`config.mk`:
```
export PLATFORM = sky130hd
export DESIGN_NAME = generational_handle_allocator_flat
export DESIGN_NICKNAME = d
export VERILOG_FILES = /design/src/rtl/gha_pkg.sv /design/src/rtl/gha_if.sv /design/src/rtl/gha_ram.sv /design/src/rtl/generational_handle_allocator.sv /design/src/flat_wrapper.sv
export SDC_FILE = /design/constraint.sdc
export NUM_CORES = 2
export LEC_CHECK = 0
export BUFFER_PORTS_ARGS = -buffer_cell sky130_fd_sc_hd__buf_2
export CAP_MARGIN = 10
export CORE_ASPECT_RATIO = 0.75
export CORE_MARGIN = 10
export CORE_UTILIZATION = 23
export CTS_BUF_LIST = sky130_fd_sc_hd__clkbuf_4 sky130_fd_sc_hd__clkbuf_8 sky130_fd_sc_hd__clkbuf_16
export DETAILED_ROUTE_END_ITERATION = 7
export HOLD_SLACK_MARGIN = 0.05
export SLEW_MARGIN = 20
export SYNTH_ARGS = -nofsm -noshare
export SYNTH_HDL_FRONTEND = slang
export SYNTH_SLANG_ARGS = --single-unit
```
`constraint.sdc`:
```
create_clock -name clk -period 9.8 [get_ports clk]
set_input_delay 0.98 -clock clk [delete_from_list [all_inputs] [get_ports clk]]
set_output_delay 0.98 -clock clk [all_outputs]
set_load 0.05 [all_outputs]
```
`src/rtl/gha_pkg.sv`:
```
package gha_pkg;

    // Default geometry
    localparam int SLOTS_DEFAULT    = 64;
    localparam int GEN_BITS_DEFAULT = 8;

    // Handle layout
    localparam int HANDLE_W    = 32;
    localparam int INDEX_BITS  = 24;
    localparam int GEN_FIELD_W = 8;
    localparam logic [HANDLE_W-1:0] NO_HANDLE = '1;

    // Field widths
    localparam int KIND_W   = 2;
    localparam int STATUS_W = 2;
    localparam int LIVE_W   = 7;
    localparam int CFG_W    = 7;
    localparam int CFG_IDX_W = 2;

    // Register reset values
    localparam logic [CFG_W-1:0] RECYCLE_THRESHOLD_RST = 7'd32;
    localparam logic [CFG_W-1:0] DEFAULT_LIMIT_RST     = 7'd2;
    localparam logic [CFG_W-1:0] MAX_LIMIT_RST         = 7'd8;

    typedef enum logic [KIND_W-1:0] {
        KIND_ALLOC    = 2'd0,
        KIND_VALIDATE = 2'd1,
        KIND_RELEASE  = 2'd2
    } kind_t;

    typedef enum logic [STATUS_W-1:0] {
        STATUS_OK      = 2'd0,
        STATUS_INVALID = 2'd1,
        STATUS_LIMIT   = 2'd2,
        STATUS_FULL    = 2'd3
    } status_t;

    typedef enum logic [CFG_IDX_W-1:0] {
        CFG_RECYCLE_THRESHOLD = 2'd0,
        CFG_DEFAULT_LIMIT     = 2'd1,
        CFG_MAX_LIMIT         = 2'd2
    } cfg_reg_t;

endpackage

```
`src/rtl/gha_if.sv`:
```
interface gha_req_if;
    logic                             valid;
    logic                             ready;
    logic [gha_pkg::KIND_W-1:0]       kind;
    logic [gha_pkg::HANDLE_W-1:0]     handle;
    logic                             force_new;

    modport source (output valid, kind, handle, force_new, input ready);
    modport sink   (input valid, kind, handle, force_new, output ready);
endinterface

interface gha_rsp_if;
    logic                             valid;
    logic                             ready;
    logic [gha_pkg::STATUS_W-1:0]     status;
    logic [gha_pkg::HANDLE_W-1:0]     handle_out;
    logic [gha_pkg::LIVE_W-1:0]       live_count;

    modport source (output valid, status, handle_out, live_count, input ready);
    modport sink   (input valid, status, handle_out, live_count, output ready);
endinterface

```
`src/rtl/gha_ram.sv`:
```
module gha_ram #(
    parameter int WIDTH = 8,
    parameter int DEPTH = 64
) (
    input  logic                     clk,
    input  logic                     we,
    input  logic [$clog2(DEPTH)-1:0] waddr,
    input  logic [WIDTH-1:0]         wdata,
    input  logic                     re,
    input  logic [$clog2(DEPTH)-1:0] raddr,
    output logic [WIDTH-1:0]         rdata
);

    logic [WIDTH-1:0] mem [DEPTH];
    logic [WIDTH-1:0] rdata_reg;

    // Write port and registered read port; a read at the write address returns old data
    always_ff @(posedge clk)
    begin
        if (we)
        begin
            mem[waddr] <= wdata;
        end
        if (re)
        begin
            rdata_reg <= mem[raddr];
        end
    end

    assign rdata = rdata_reg;

endmodule

```
`src/rtl/generational_handle_allocator.sv`:
```
// Channel  Dir  Payload                              Transfer
// req      in   kind, handle, force_new              req.valid & req.ready
// rsp      out  status, handle_out, live_count       rsp.valid & rsp.ready
// cfg      in   cfg_index, cfg_data                  cfg_we
//
// One request per cycle while req.ready is high. The accepting edge captures the
// registered table and free-list reads; the decide stage then resolves the request,
// writes back and loads the output register, from which the result transfers. Writes of the previous
// request are forwarded. Reset clears counters and pointers and restores the register
// defaults; the slot table and free list need no clearing pass, since entries are
// read only once written.
// A stalled rsp holds the output register, then the decide stage, then req.ready.
module generational_handle_allocator #(
    parameter int SLOTS    = gha_pkg::SLOTS_DEFAULT,
    parameter int GEN_BITS = gha_pkg::GEN_BITS_DEFAULT
) (
    input  logic                            clk,
    input  logic                            rst_n,
    gha_req_if.sink                         req,
    gha_rsp_if.source                       rsp,
    input  logic                            cfg_we,
    input  logic [gha_pkg::CFG_IDX_W-1:0]   cfg_index,
    input  logic [gha_pkg::CFG_W-1:0]       cfg_data
);

    localparam int ADDR_W    = $clog2(SLOTS);
    localparam int CNT_W     = $clog2(SLOTS + 1);
    localparam int CMP_W     = (CNT_W > gha_pkg::CFG_W) ? CNT_W : gha_pkg::CFG_W;
    localparam int IDX_CMP_W = (CNT_W > gha_pkg::INDEX_BITS) ? CNT_W : gha_pkg::INDEX_BITS;
    localparam int ENTRY_W   = GEN_BITS + 1;
    localparam int FIFO_W    = ADDR_W + GEN_BITS;
    localparam int HW        = gha_pkg::HANDLE_W;
    localparam int IB        = gha_pkg::INDEX_BITS;

    // Configuration
    logic [gha_pkg::CFG_W-1:0] thr_reg;
    logic [gha_pkg::CFG_W-1:0] dflt_reg;
    logic [gha_pkg::CFG_W-1:0] max_reg;

    // Allocator state
    logic [ADDR_W-1:0] head_reg, head_next;
    logic [ADDR_W-1:0] tail_reg, tail_next;
    logic [CNT_W-1:0]  free_cnt_reg, free_cnt_next;
    logic [CNT_W-1:0]  issued_reg, issued_next;
    logic [CNT_W-1:0]  live_reg, live_next;

    // Decide stage
    logic                          s1_valid_reg;
    logic [gha_pkg::KIND_W-1:0]    s1_kind_reg;
    logic [HW-1:0]                 s1_handle_reg;
    logic                          s1_force_reg;

    // Output register
    logic                          out_valid_reg;
    gha_pkg::status_t              out_status_reg, status_next;
    logic [HW-1:0]                 out_handle_reg, hout_next;
    logic [gha_pkg::LIVE_W-1:0]    out_live_reg;

    // Forwarding of the write that coincides with the current item's reads
    logic                 gen_fwd_valid_reg;
    logic [ADDR_W-1:0]    gen_fwd_addr_reg;
    logic [ENTRY_W-1:0]   gen_fwd_data_reg;
    logic                 fifo_fwd_valid_reg;
    logic [ADDR_W-1:0]    fifo_fwd_addr_reg;
    logic [FIFO_W-1:0]    fifo_fwd_data_reg;
    logic [ADDR_W-1:0]    fifo_raddr_reg;

    // Memory ports
    logic                 gen_we;
    logic [ADDR_W-1:0]    gen_waddr;
    logic [ENTRY_W-1:0]   gen_wdata;
    logic [ENTRY_W-1:0]   gen_rdata;
    logic                 fifo_we;
    logic [FIFO_W-1:0]    fifo_wdata;
    logic [FIFO_W-1:0]    fifo_rdata;
    logic [ADDR_W-1:0]    fifo_raddr;

    // Handshake
    logic accept;
    logic s1_move;

    // Decide-stage intermediates
    logic [ENTRY_W-1:0]   gen_entry;
    logic [FIFO_W-1:0]    fifo_entry;
    logic [ADDR_W-1:0]    h_addr;
    logic [GEN_BITS-1:0]  h_gen_cur;
    logic                 h_live;
    logic                 handle_ok;
    logic                 limit_ok;
    logic                 recycle;
    logic [ADDR_W-1:0]    alloc_idx;
    logic [GEN_BITS-1:0]  alloc_gen;
    logic                 alloc_ok;
    logic                 release_ok;

    assign s1_move   = s1_valid_reg && (!out_valid_reg || rsp.ready);
    assign req.ready = !s1_valid_reg || s1_move;
    assign accept    = req.valid && req.ready;

    // Read at the head as it stands after this edge's commit
    assign fifo_raddr = s1_move ? head_next : head_reg;

    gha_ram #(
        .WIDTH (ENTRY_W),
        .DEPTH (SLOTS)
    ) u_gen_ram (
        .clk   (clk),
        .we    (gen_we),
        .waddr (gen_waddr),
        .wdata (gen_wdata),
        .re    (accept),
        .raddr (req.handle[ADDR_W-1:0]),
        .rdata (gen_rdata)
    );

    gha_ram #(
        .WIDTH (FIFO_W),
        .DEPTH (SLOTS)
    ) u_fifo_ram (
        .clk   (clk),
        .we    (fifo_we),
        .waddr (tail_reg),
        .wdata (fifo_wdata),
        .re    (accept),
        .raddr (fifo_raddr),
        .rdata (fifo_rdata)
    );

    // Decide the request and compute the state after it
    always_comb
    begin
        h_addr     = s1_handle_reg[ADDR_W-1:0];
        gen_entry  = (gen_fwd_valid_reg && gen_fwd_addr_reg == h_addr)
                     ? gen_fwd_data_reg : gen_rdata;
        fifo_entry = (fifo_fwd_valid_reg && fifo_fwd_addr_reg == fifo_raddr_reg)
                     ? fifo_fwd_data_reg : fifo_rdata;
        h_gen_cur  = gen_entry[GEN_BITS-1:0];
        h_live     = gen_entry[GEN_BITS];

        handle_ok = (s1_handle_reg != gha_pkg::NO_HANDLE)
                 && (IDX_CMP_W'(s1_handle_reg[IB-1:0]) < IDX_CMP_W'(issued_reg))
                 && (s1_handle_reg[HW-1:IB] == gha_pkg::GEN_FIELD_W'(h_gen_cur));

        limit_ok = (CMP_W'(live_reg) < CMP_W'(dflt_reg))
                || (s1_force_reg && (CMP_W'(live_reg) < CMP_W'(max_reg)));
        recycle  = (CMP_W'(free_cnt_reg) > CMP_W'(thr_reg)) && (free_cnt_reg != '0);

        head_next     = head_reg;
        tail_next     = tail_reg;
        free_cnt_next = free_cnt_reg;
        issued_next   = issued_reg;
        live_next     = live_reg;
        status_next   = gha_pkg::STATUS_INVALID;
        hout_next     = gha_pkg::NO_HANDLE;
        alloc_idx     = issued_reg[ADDR_W-1:0];
        alloc_gen     = '0;
        alloc_ok      = 1'b0;
        release_ok    = 1'b0;

        unique case (s1_kind_reg)
            gha_pkg::KIND_ALLOC:
            begin
                if (!limit_ok)
                begin
                    status_next = gha_pkg::STATUS_LIMIT;
                end
                else if (recycle)
                begin
                    alloc_idx     = fifo_entry[FIFO_W-1:GEN_BITS];
                    alloc_gen     = fifo_entry[GEN_BITS-1:0];
                    alloc_ok      = 1'b1;
                    head_next     = (head_reg == ADDR_W'(SLOTS - 1)) ? '0 : head_reg + 1'b1;
                    free_cnt_next = free_cnt_reg - 1'b1;
                end
                else if (issued_reg < CNT_W'(SLOTS))
                begin
                    alloc_ok    = 1'b1;
                    issued_next = issued_reg + 1'b1;
                end
                else
                begin
                    status_next = gha_pkg::STATUS_FULL;
                end
                if (alloc_ok)
                begin
                    live_next   = live_reg + 1'b1;
                    status_next = gha_pkg::STATUS_OK;
                    hout_next   = {gha_pkg::GEN_FIELD_W'(alloc_gen), IB'(alloc_idx)};
                end
            end
            gha_pkg::KIND_VALIDATE:
            begin
                status_next = handle_ok ? gha_pkg::STATUS_OK : gha_pkg::STATUS_INVALID;
            end
            gha_pkg::KIND_RELEASE:
            begin
                release_ok = handle_ok && h_live && (live_reg != '0)
                          && (free_cnt_reg < CNT_W'(SLOTS));
                if (release_ok)
                begin
                    live_next     = live_reg - 1'b1;
                    tail_next     = (tail_reg == ADDR_W'(SLOTS - 1)) ? '0 : tail_reg + 1'b1;
                    free_cnt_next = free_cnt_reg + 1'b1;
                    status_next   = gha_pkg::STATUS_OK;
                end
            end
            default:
            begin
                status_next = gha_pkg::STATUS_INVALID;
            end
        endcase

        // Table write: mark live on allocate, bump generation and clear live on release
        gen_we    = s1_move && (alloc_ok || release_ok);
        gen_waddr = release_ok ? h_addr : alloc_idx;
        gen_wdata = release_ok ? {1'b0, GEN_BITS'(h_gen_cur + 1'b1)} : {1'b1, alloc_gen};

        // Queue the freed slot along with its new generation
        fifo_we    = s1_move && release_ok;
        fifo_wdata = {h_addr, GEN_BITS'(h_gen_cur + 1'b1)};
    end

    // Control state
    always_ff @(posedge clk or negedge rst_n)
    begin
        if (!rst_n)
        begin
            thr_reg            <= gha_pkg::RECYCLE_THRESHOLD_RST;
            dflt_reg           <= gha_pkg::DEFAULT_LIMIT_RST;
            max_reg            <= gha_pkg::MAX_LIMIT_RST;
            head_reg           <= '0;
            tail_reg           <= '0;
            free_cnt_reg       <= '0;
            issued_reg         <= '0;
            live_reg           <= '0;
            s1_valid_reg       <= 1'b0;
            out_valid_reg      <= 1'b0;
            gen_fwd_valid_reg  <= 1'b0;
            fifo_fwd_valid_reg <= 1'b0;
        end
        else
        begin
            // Register writes
            if (cfg_we)
            begin
                unique case (cfg_index)
                    gha_pkg::CFG_RECYCLE_THRESHOLD: thr_reg  <= cfg_data;
                    gha_pkg::CFG_DEFAULT_LIMIT:     dflt_reg <= cfg_data;
                    gha_pkg::CFG_MAX_LIMIT:         max_reg  <= cfg_data;
                    default:                        ;
                endcase
            end

            // Commit the decided request
            if (s1_move)
            begin
                head_reg     <= head_next;
                tail_reg     <= tail_next;
                free_cnt_reg <= free_cnt_next;
                issued_reg   <= issued_next;
                live_reg     <= live_next;
            end

            // Advance the pipeline
            if (accept)
            begin
                s1_valid_reg       <= 1'b1;
                gen_fwd_valid_reg  <= gen_we;
                fifo_fwd_valid_reg <= fifo_we;
            end
            else if (s1_move)
            begin
                s1_valid_reg <= 1'b0;
            end

            if (s1_move)
            begin
                out_valid_reg <= 1'b1;
            end
            else if (rsp.ready)
            begin
                out_valid_reg <= 1'b0;
            end
        end
    end

    // Payload registers
    always_ff @(posedge clk)
    begin
        if (accept)
        begin
            s1_kind_reg       <= req.kind;
            s1_handle_reg     <= req.handle;
            s1_force_reg      <= req.force_new;
            gen_fwd_addr_reg  <= gen_waddr;
            gen_fwd_data_reg  <= gen_wdata;
            fifo_fwd_addr_reg <= tail_reg;
            fifo_fwd_data_reg <= fifo_wdata;
            fifo_raddr_reg    <= fifo_raddr;
        end
        if (s1_move)
        begin
            out_status_reg <= status_next;
            out_handle_reg <= hout_next;
            out_live_reg   <= gha_pkg::LIVE_W'(CMP_W'(live_next));
        end
    end

    assign rsp.valid      = out_valid_reg;
    assign rsp.status     = out_status_reg;
    assign rsp.handle_out = out_handle_reg;
    assign rsp.live_count = out_live_reg;

`ifndef NO_ASSERTIONS
    // Every issued slot is either live or waiting in the free list
    a_slot_balance: assert property (@(posedge clk) disable iff (!rst_n)
        (CNT_W + 1)'(live_reg) + (CNT_W + 1)'(free_cnt_reg) == (CNT_W + 1)'(issued_reg))
        else $error("live plus free slots differ from issued slots");

    // An empty free list has its pointers together
    a_empty_ptrs: assert property (@(posedge clk) disable iff (!rst_n)
        free_cnt_reg == '0 |-> head_reg == tail_reg)
        else $error("free list empty with head and tail apart");

    // Only a successful request carries a handle
    a_handle_on_ok: assert property (@(posedge clk) disable iff (!rst_n)
        rsp.valid && rsp.status != gha_pkg::STATUS_OK |-> rsp.handle_out == gha_pkg::NO_HANDLE)
        else $error("failed request returned a handle");

    // State changes only on a commit
    a_state_hold: assert property (@(posedge clk) disable iff (!rst_n)
        !s1_move |=> $stable(issued_reg) && $stable(live_reg) && $stable(free_cnt_reg))
        else $error("allocator state changed without a committed request");
`endif

endmodule
```
`src/flat_wrapper.sv`:
```
// flat-port wrapper written by rule: the top's interface ports become plain ports
module generational_handle_allocator_flat 
#(
    parameter int SLOTS    = gha_pkg::SLOTS_DEFAULT,
    parameter int GEN_BITS = gha_pkg::GEN_BITS_DEFAULT
)
  (clk, rst_n, cfg_we, cfg_index, cfg_data, req_valid, req_kind, req_handle, req_force_new, req_ready, rsp_valid, rsp_status, rsp_handle_out, rsp_live_count, rsp_ready);
  gha_req_if req_i ();
  gha_rsp_if rsp_i ();
  input  logic clk;
  input  logic rst_n;
  input  logic cfg_we;
  input  logic [gha_pkg::CFG_IDX_W-1:0] cfg_index;
  input  logic [gha_pkg::CFG_W-1:0] cfg_data;
  input wire logic [$bits(req_i.valid)-1:0] req_valid;
  input wire logic [$bits(req_i.kind)-1:0] req_kind;
  input wire logic [$bits(req_i.handle)-1:0] req_handle;
  input wire logic [$bits(req_i.force_new)-1:0] req_force_new;
  output wire logic [$bits(req_i.ready)-1:0] req_ready;
  output wire logic [$bits(rsp_i.valid)-1:0] rsp_valid;
  output wire logic [$bits(rsp_i.status)-1:0] rsp_status;
  output wire logic [$bits(rsp_i.handle_out)-1:0] rsp_handle_out;
  output wire logic [$bits(rsp_i.live_count)-1:0] rsp_live_count;
  input wire logic [$bits(rsp_i.ready)-1:0] rsp_ready;
  assign req_i.valid = req_valid;
  assign req_i.kind = req_kind;
  assign req_i.handle = req_handle;
  assign req_i.force_new = req_force_new;
  assign req_ready = req_i.ready;
  assign rsp_valid = rsp_i.valid;
  assign rsp_status = rsp_i.status;
  assign rsp_handle_out = rsp_i.handle_out;
  assign rsp_live_count = rsp_i.live_count;
  assign rsp_i.ready = rsp_ready;
  generational_handle_allocator #(.SLOTS(SLOTS), .GEN_BITS(GEN_BITS)) u_core (.clk(clk), .rst_n(rst_n), .req(req_i), .rsp(rsp_i), .cfg_we(cfg_we), .cfg_index(cfg_index), .cfg_data(cfg_data));
endmodule
```
Word level (Yosys, flattened, before mapping). Memories as Yosys holds them, arrays and structs flattened. A register that Yosys moved wholly into a read port is not among the register bits. Index checks and enable logic that the tools add are counted.

Logic and storage cells: 132. Memories: 2. RAM bits: 1472. Register bits after elaboration: 175. Bits of input ports: 49. Output and inout bits: 43.

Memory list: u_core.u_fifo_ram.mem (depth 64, width 14, rd ports 1, clocked after memory_dff 1, wr ports 1, RTL line gha_ram.sv:14) `logic [WIDTH-1:0] mem [DEPTH];`; u_core.u_gen_ram.mem (depth 64, width 9, rd ports 1, clocked after memory_dff 1, wr ports 1, RTL line gha_ram.sv:14).

$lt $le $gt $ge: 6. Bitwise operators: 1. Reduce and logical (&&, ||, !) cells: 33. Muxes and demuxes: 45. Add/subtract/negate cells: 8. Equal/unequal tests: 13.

Operators by type and width (count): $mux W6 (10); $mux W7 (5); $ne A32 B32 Y1 const B (1); $pmux W7 S2 (2); $lt A24 B7 Y1 (1); $mux W24 (1); $mux W8 (3); $add A7 B1 Y7 const B (3); $mux W9 (2); $mux W1 (16); $lt A7 B7 Y1 (2); $lt A7 B7 Y1 const B (2); $mux W14 (1); $reduce_bool A7 Y1 (2); $sub A7 B1 Y7 const B (2); $logic_and A1 B1 Y1 (13); $add A6 B1 Y6 const B (2); $eq A6 B6 Y1 (2); $eq A6 B6 Y1 const B (2); $reduce_and A5 Y1 (2); $add A8 B1 Y8 const B (1); $eq A8 B8 Y1 (1); $mux W2 (4); $reduce_and A2 Y1 (4); 11 further kinds (22).

Depth between registers and ports, before layout.
Depth in word-level cells: 13. Depth in mapped cells: 17. Gate-level depth less buffers: 14.

Hierarchy. From an unflattened synthesis, not the netlist that was laid out.

Cell total of the unflattened synthesis: 3250. Area total of the unflattened synthesis: 65615.4 µm².

Modules (own cells, without submodules): gha_ram at u_core.u_fifo_ram (instances 1, area an instance 35018.6 µm², cells an instance 1571, sequential area each 27326.2 µm²); gha_ram at u_core.u_gen_ram (instances 1, area an instance 22684.3 µm², cells an instance 1020, sequential area each 17566.8 µm²); generational_handle_allocator (instances 1, area an instance 7912.6 µm², cells an instance 659, sequential area each 4458.0 µm²).

Worst setup path before layout. Ideal clock, no wire load.

Kind: reg-to-reg. From: register u_core.s1_handle_reg[5]. To: register u_core.gen_fwd_data_reg[6] (data pin). Data required time: 9.091 ns. Path slack: 2.970 ns. Arrival: 6.121 ns. Path buffers: 1. Stages on the path, launching flop included: 11. Setup time: 0.709 ns. Clock period less this slack: 6.830 ns. Path through: edfxtp_1 -> xor2_1 -> or3_1 -> buf_2 -> nor2_1 -> mux2i_1 -> nand3b_1 -> a21oi_1 -> xnor2_1 -> nand2_1 -> o21ai_0.

Elaborated cells between the ends (all ways): 14. Classes of those cells: add/sub: 1; order compare: 1; eq/ne: 3; mux: 3; reduce/logical: 6.

RTL lines: start: declaration (RTL line generational_handle_allocator.sv:50) `logic [HW-1:0] s1_handle_reg;`; start signal: assignment (RTL line generational_handle_allocator.sv:293) `s1_handle_reg <= req.handle;`; $eq A6 B6 Y1 (RTL line generational_handle_allocator.sv:133) `gen_entry = (gen_fwd_valid_reg && gen_fwd_addr_reg == h_addr)`; $logic_and A1 B1 Y1 (RTL line generational_handle_allocator.sv:133); $mux W9 (RTL line generational_handle_allocator.sv:134) `? gen_fwd_data_reg : gen_rdata;`; $add A8 B1 Y8; via u_core.fifo_wdata[6] (RTL line generational_handle_allocator.sv:74) `logic [FIFO_W-1:0] fifo_wdata;`; $mux W9 (RTL line generational_handle_allocator.sv:216) `gen_wdata = release_ok ? {1'b0, GEN_BITS'(h_gen_cur + 1'b1)} : {1'b1, alloc_gen};`; via u_core.gen_wdata[6] (RTL line generational_handle_allocator.sv:71) `logic [ENTRY_W-1:0] gen_wdata;`; end signal: assignment (RTL line generational_handle_allocator.sv:296) `gen_fwd_data_reg <= gen_wdata;`; end: declaration (RTL line generational_handle_allocator.sv:62) `logic [ENTRY_W-1:0] gen_fwd_data_reg;`.

The timed path passes the listed nets, and every way through them passes these cells. A chain may end at the register's enable or synchronous reset.

Worst setup path after layout.
From: register u_core.s1_handle_reg[0]. To: memory u_core.u_gen_ram.mem[40][1] (netlist name), enable pin.

Cells in the longest elaborated chain, start to end: 13. Elaborated cells between the ends (all ways): 17. Classes of those cells: order compare: 1; eq/ne: 3; mux: 5; reduce/logical: 8.

RTL lines (RTL line): branches (longest 13 deep; another with $lt A24 B7 Y1); end: declaration (gha_ram.sv:14).

Parallel ways; which one is timed is not known.

==> impl_metrics.tcl <==
set metrics [dict create \
    finalSetupViolCount 0 \
    final_common_cell "edfxtp_1" \
    syn_area_sq_mm 0.0656 \
    fin_nets 3951 \
    synth_edf_count 1595 \
    cts_hold_buf 0 \
    synth_fp_nets 3817 \
    ys_ff_latch 1653 \
    antenna_found_initial 16 \
    drtPass1Iterations 6 \
    num-fill-cells 28200 \
    drv_cap 0 \
    largest_register_ffs 896 \
    ant_nets 0 \
    hpwl_um 110000 \
    path_buf_inv 4 \
    dieArea_sq_mm 0.307 \
    yosys_warnings 0 \
    post_cts_resized 0 \
    clock_path_buffers 3 \
    cts_root_buf "clkbuf_16" \
    finalCritPeriodShare 0.687 \
    dominantRegCellSynth "edfxtp_1" \
    fmax_mhz 148 \
    core_sq_mm 0.283 \
    final-seq-area_sq_mm 0.0494 \
    relSlewSlack 0.214 \
    yosysSeqAreaShare 0.752 \
    grt_usage 0.111 \
    clock_latency_ns 0.82 \
    ys_async_sr_fraction 0.0351 \
    grt_first_pass_wirelength_um 253000 \
    skew_ns 0.0441 \
    drc 0 \
    synth_cells 3730 \
    die_x_um 637 \
    h-tree-depth 4 \
    initial_core_util 0.232 \
    status "finished, final reports clean" \
    critPathKind "reg2reg" \
    drive_gt1_frac 0.193 \
    final_cell_mix "1595 x edfxtp_1, 301 x nand2_1, 296 x mux2i_1" \
    hp-class "in2reg" \
    max-vdd-ir-drop_v 0.000259 \
    vias_per_cell 4.60 \
    crit_family "simple AND/OR/NAND/NOR gates" \
    dp_slack_ns 3.12 \
    gp_congestion 0.863 \
    end_kind "flop" \
    drt_iter0_markers 5264 \
    area.growth.synth_to_final_pct 16.8 \
    tightest_slew_ns 1.18 \
    total_leakage_power_nw 25.8 \
    synth_cell_types 75 \
    cts_buffers 168 \
    path_clk_slew_ns 0.06 \
    rows 169 \
    slowest_stage "nor2_1" \
    pin_count 92 \
    grt_max_degree 172 \
    grt-ovfl-total 0 \
    finalPower_mw 17.1 \
    path_cells "buf_4 > xor2_1 > or3_1 > nor2_1 > mux2i_1 > xor2_1 > o311ai_1 > nor4_4 > buf_4 > inv_2 > buf_4 > o21ai_1 > nand3_1 > nor2_1" \
    powerDensity_mw_per_mm2 224 \
    vias 35700 \
    hold_viol_final 0 \
    cp_common_cell "buf_4" \
    arrival_ns 7.15 \
    whs_ns 0.336 \
    drt-wirelength-per-cell_um 22.9 \
    cts_tree "done" \
    fp.dieH_um 483 \
    slowest_delay_ns 0.88 \
    grt_pass1_vias 34200 \
    cts_sinks 1653 \
    fin_setup_tns_ns 0 \
    worstPathRequired_ns 10.21 \
    multiInputGateArea_sq_mm 0.0155 \
    cp-start-kind "flop" \
    syn_area_per_cell_sq_um 17.6 \
    slew_viol_final 0 \
    routed_wl_um 178000 \
    finalWorstSetupSlack_ns 3.07 \
    rsz0062_at_grt "no" \
    fin_crit_ns 6.73 \
    crit_fanout 84 \
    port-buffer-count 91 \
    post_cts_buffers 0 \
]
==> cell usage after synthesis (all sizes together) (55+ instances only) <==
master  instances  area share
nor2          165      0.0095
a22oi          56      0.0064
dfrtp          55       0.021
a222oi         56      0.0085
nand2         306       0.018
o22ai          63      0.0060
clkbuf        118      0.0068
buf           106      0.0082
mux2i         298       0.045
a21oi         149       0.011
edfxtp       1595        0.73
nand3         103      0.0079
mux4          189       0.065
==> kinds of logic after synthesis <==
family                     Yosys count  synth area share
buffers and inverters              275            0.0178
and+or+nand+nor                    667            0.0454
AOI/OAI and AO/OA                  536            0.0560
muxes                              513             0.115
DFF                               1653             0.752
adders and majority gates           38           0.00736
xor gates and xnor gates            48           0.00641
==> stage by stage <==
stage	utilization	cells	area, sq um
finish	0.270	7767	76600
global route	0.270	7766	76600
CTS	0.270	7755	76500
detailed placement	0.250	7453	70900
global placement	0.250	7453	70900
floorplan	-	3730	65600
==> worst reg2reg max path, stage by stage, from the launching register on <==
cell      delay, ns
edfxtp_1       0.32
buf_4          0.67
xor2_1         0.22
or3_1          0.52
nor2_1         0.37
mux2i_1        0.61
xor2_1         0.19
o311ai_1       0.28
nor4_4         0.28
buf_4          0.34
inv_2          0.09
buf_4          0.37
o21ai_1        0.55
nand3_1        0.67
nor2_1         0.89
==> path summary, 6_finish.rpt <==
path                                    startpoint                     endpoint  cells past startpoint  slack, ns
max in group asynchronous                    rst_n         u_core.issued_reg[2]                      2       8.77
max reg2reg                u_core.s1_handle_reg[0]  u_core.u_gen_ram.mem[40][1]                     14       3.07
min                                    req_kind[0]        u_core.s1_kind_reg[0]                      1       0.34
max                        u_core.s1_handle_reg[0]  u_core.u_gen_ram.mem[40][1]                     14       3.07
min in group asynchronous                    rst_n           u_core.dflt_reg[5]                      2       0.35
min reg2reg                     u_core.dflt_reg[5]           u_core.dflt_reg[5]                      1       0.52
==> routing by layer <==
metal,global-route usage,vias up,routed length (um),share of wire
met4,0.0309,6,4320,0.024
met5,0,-,34,0.00019
met2,0.158,1809,75500,0.42
met3,0.0328,235,20100,0.11
met1,0.162,18500,78000,0.44
li1,-,15200,-,-
==> report_power, final <==
part           total, mW  leakage, nW  internal (mW)  switching, mW
logic               2.67         7.40          0.923           1.75
clock network       6.43         2.73           3.66           2.77
registers           8.03         15.7           7.94         0.0902
total               17.1         25.8           12.5           4.61
==> layout make-up <==
type,instances,area share
Timing Repair Buffer,188,0.0161
Antenna cell,9,0.000294
Clock inverter,101,0.0144
Multi-Input combinational cell,1802,0.202
Clock buffer,201,0.0587
Inverter,51,0.00256
Tap cell,3762,0.0614
Sequential cell,1653,0.644
Note: power is estimated with default switching activity, not from simulation.
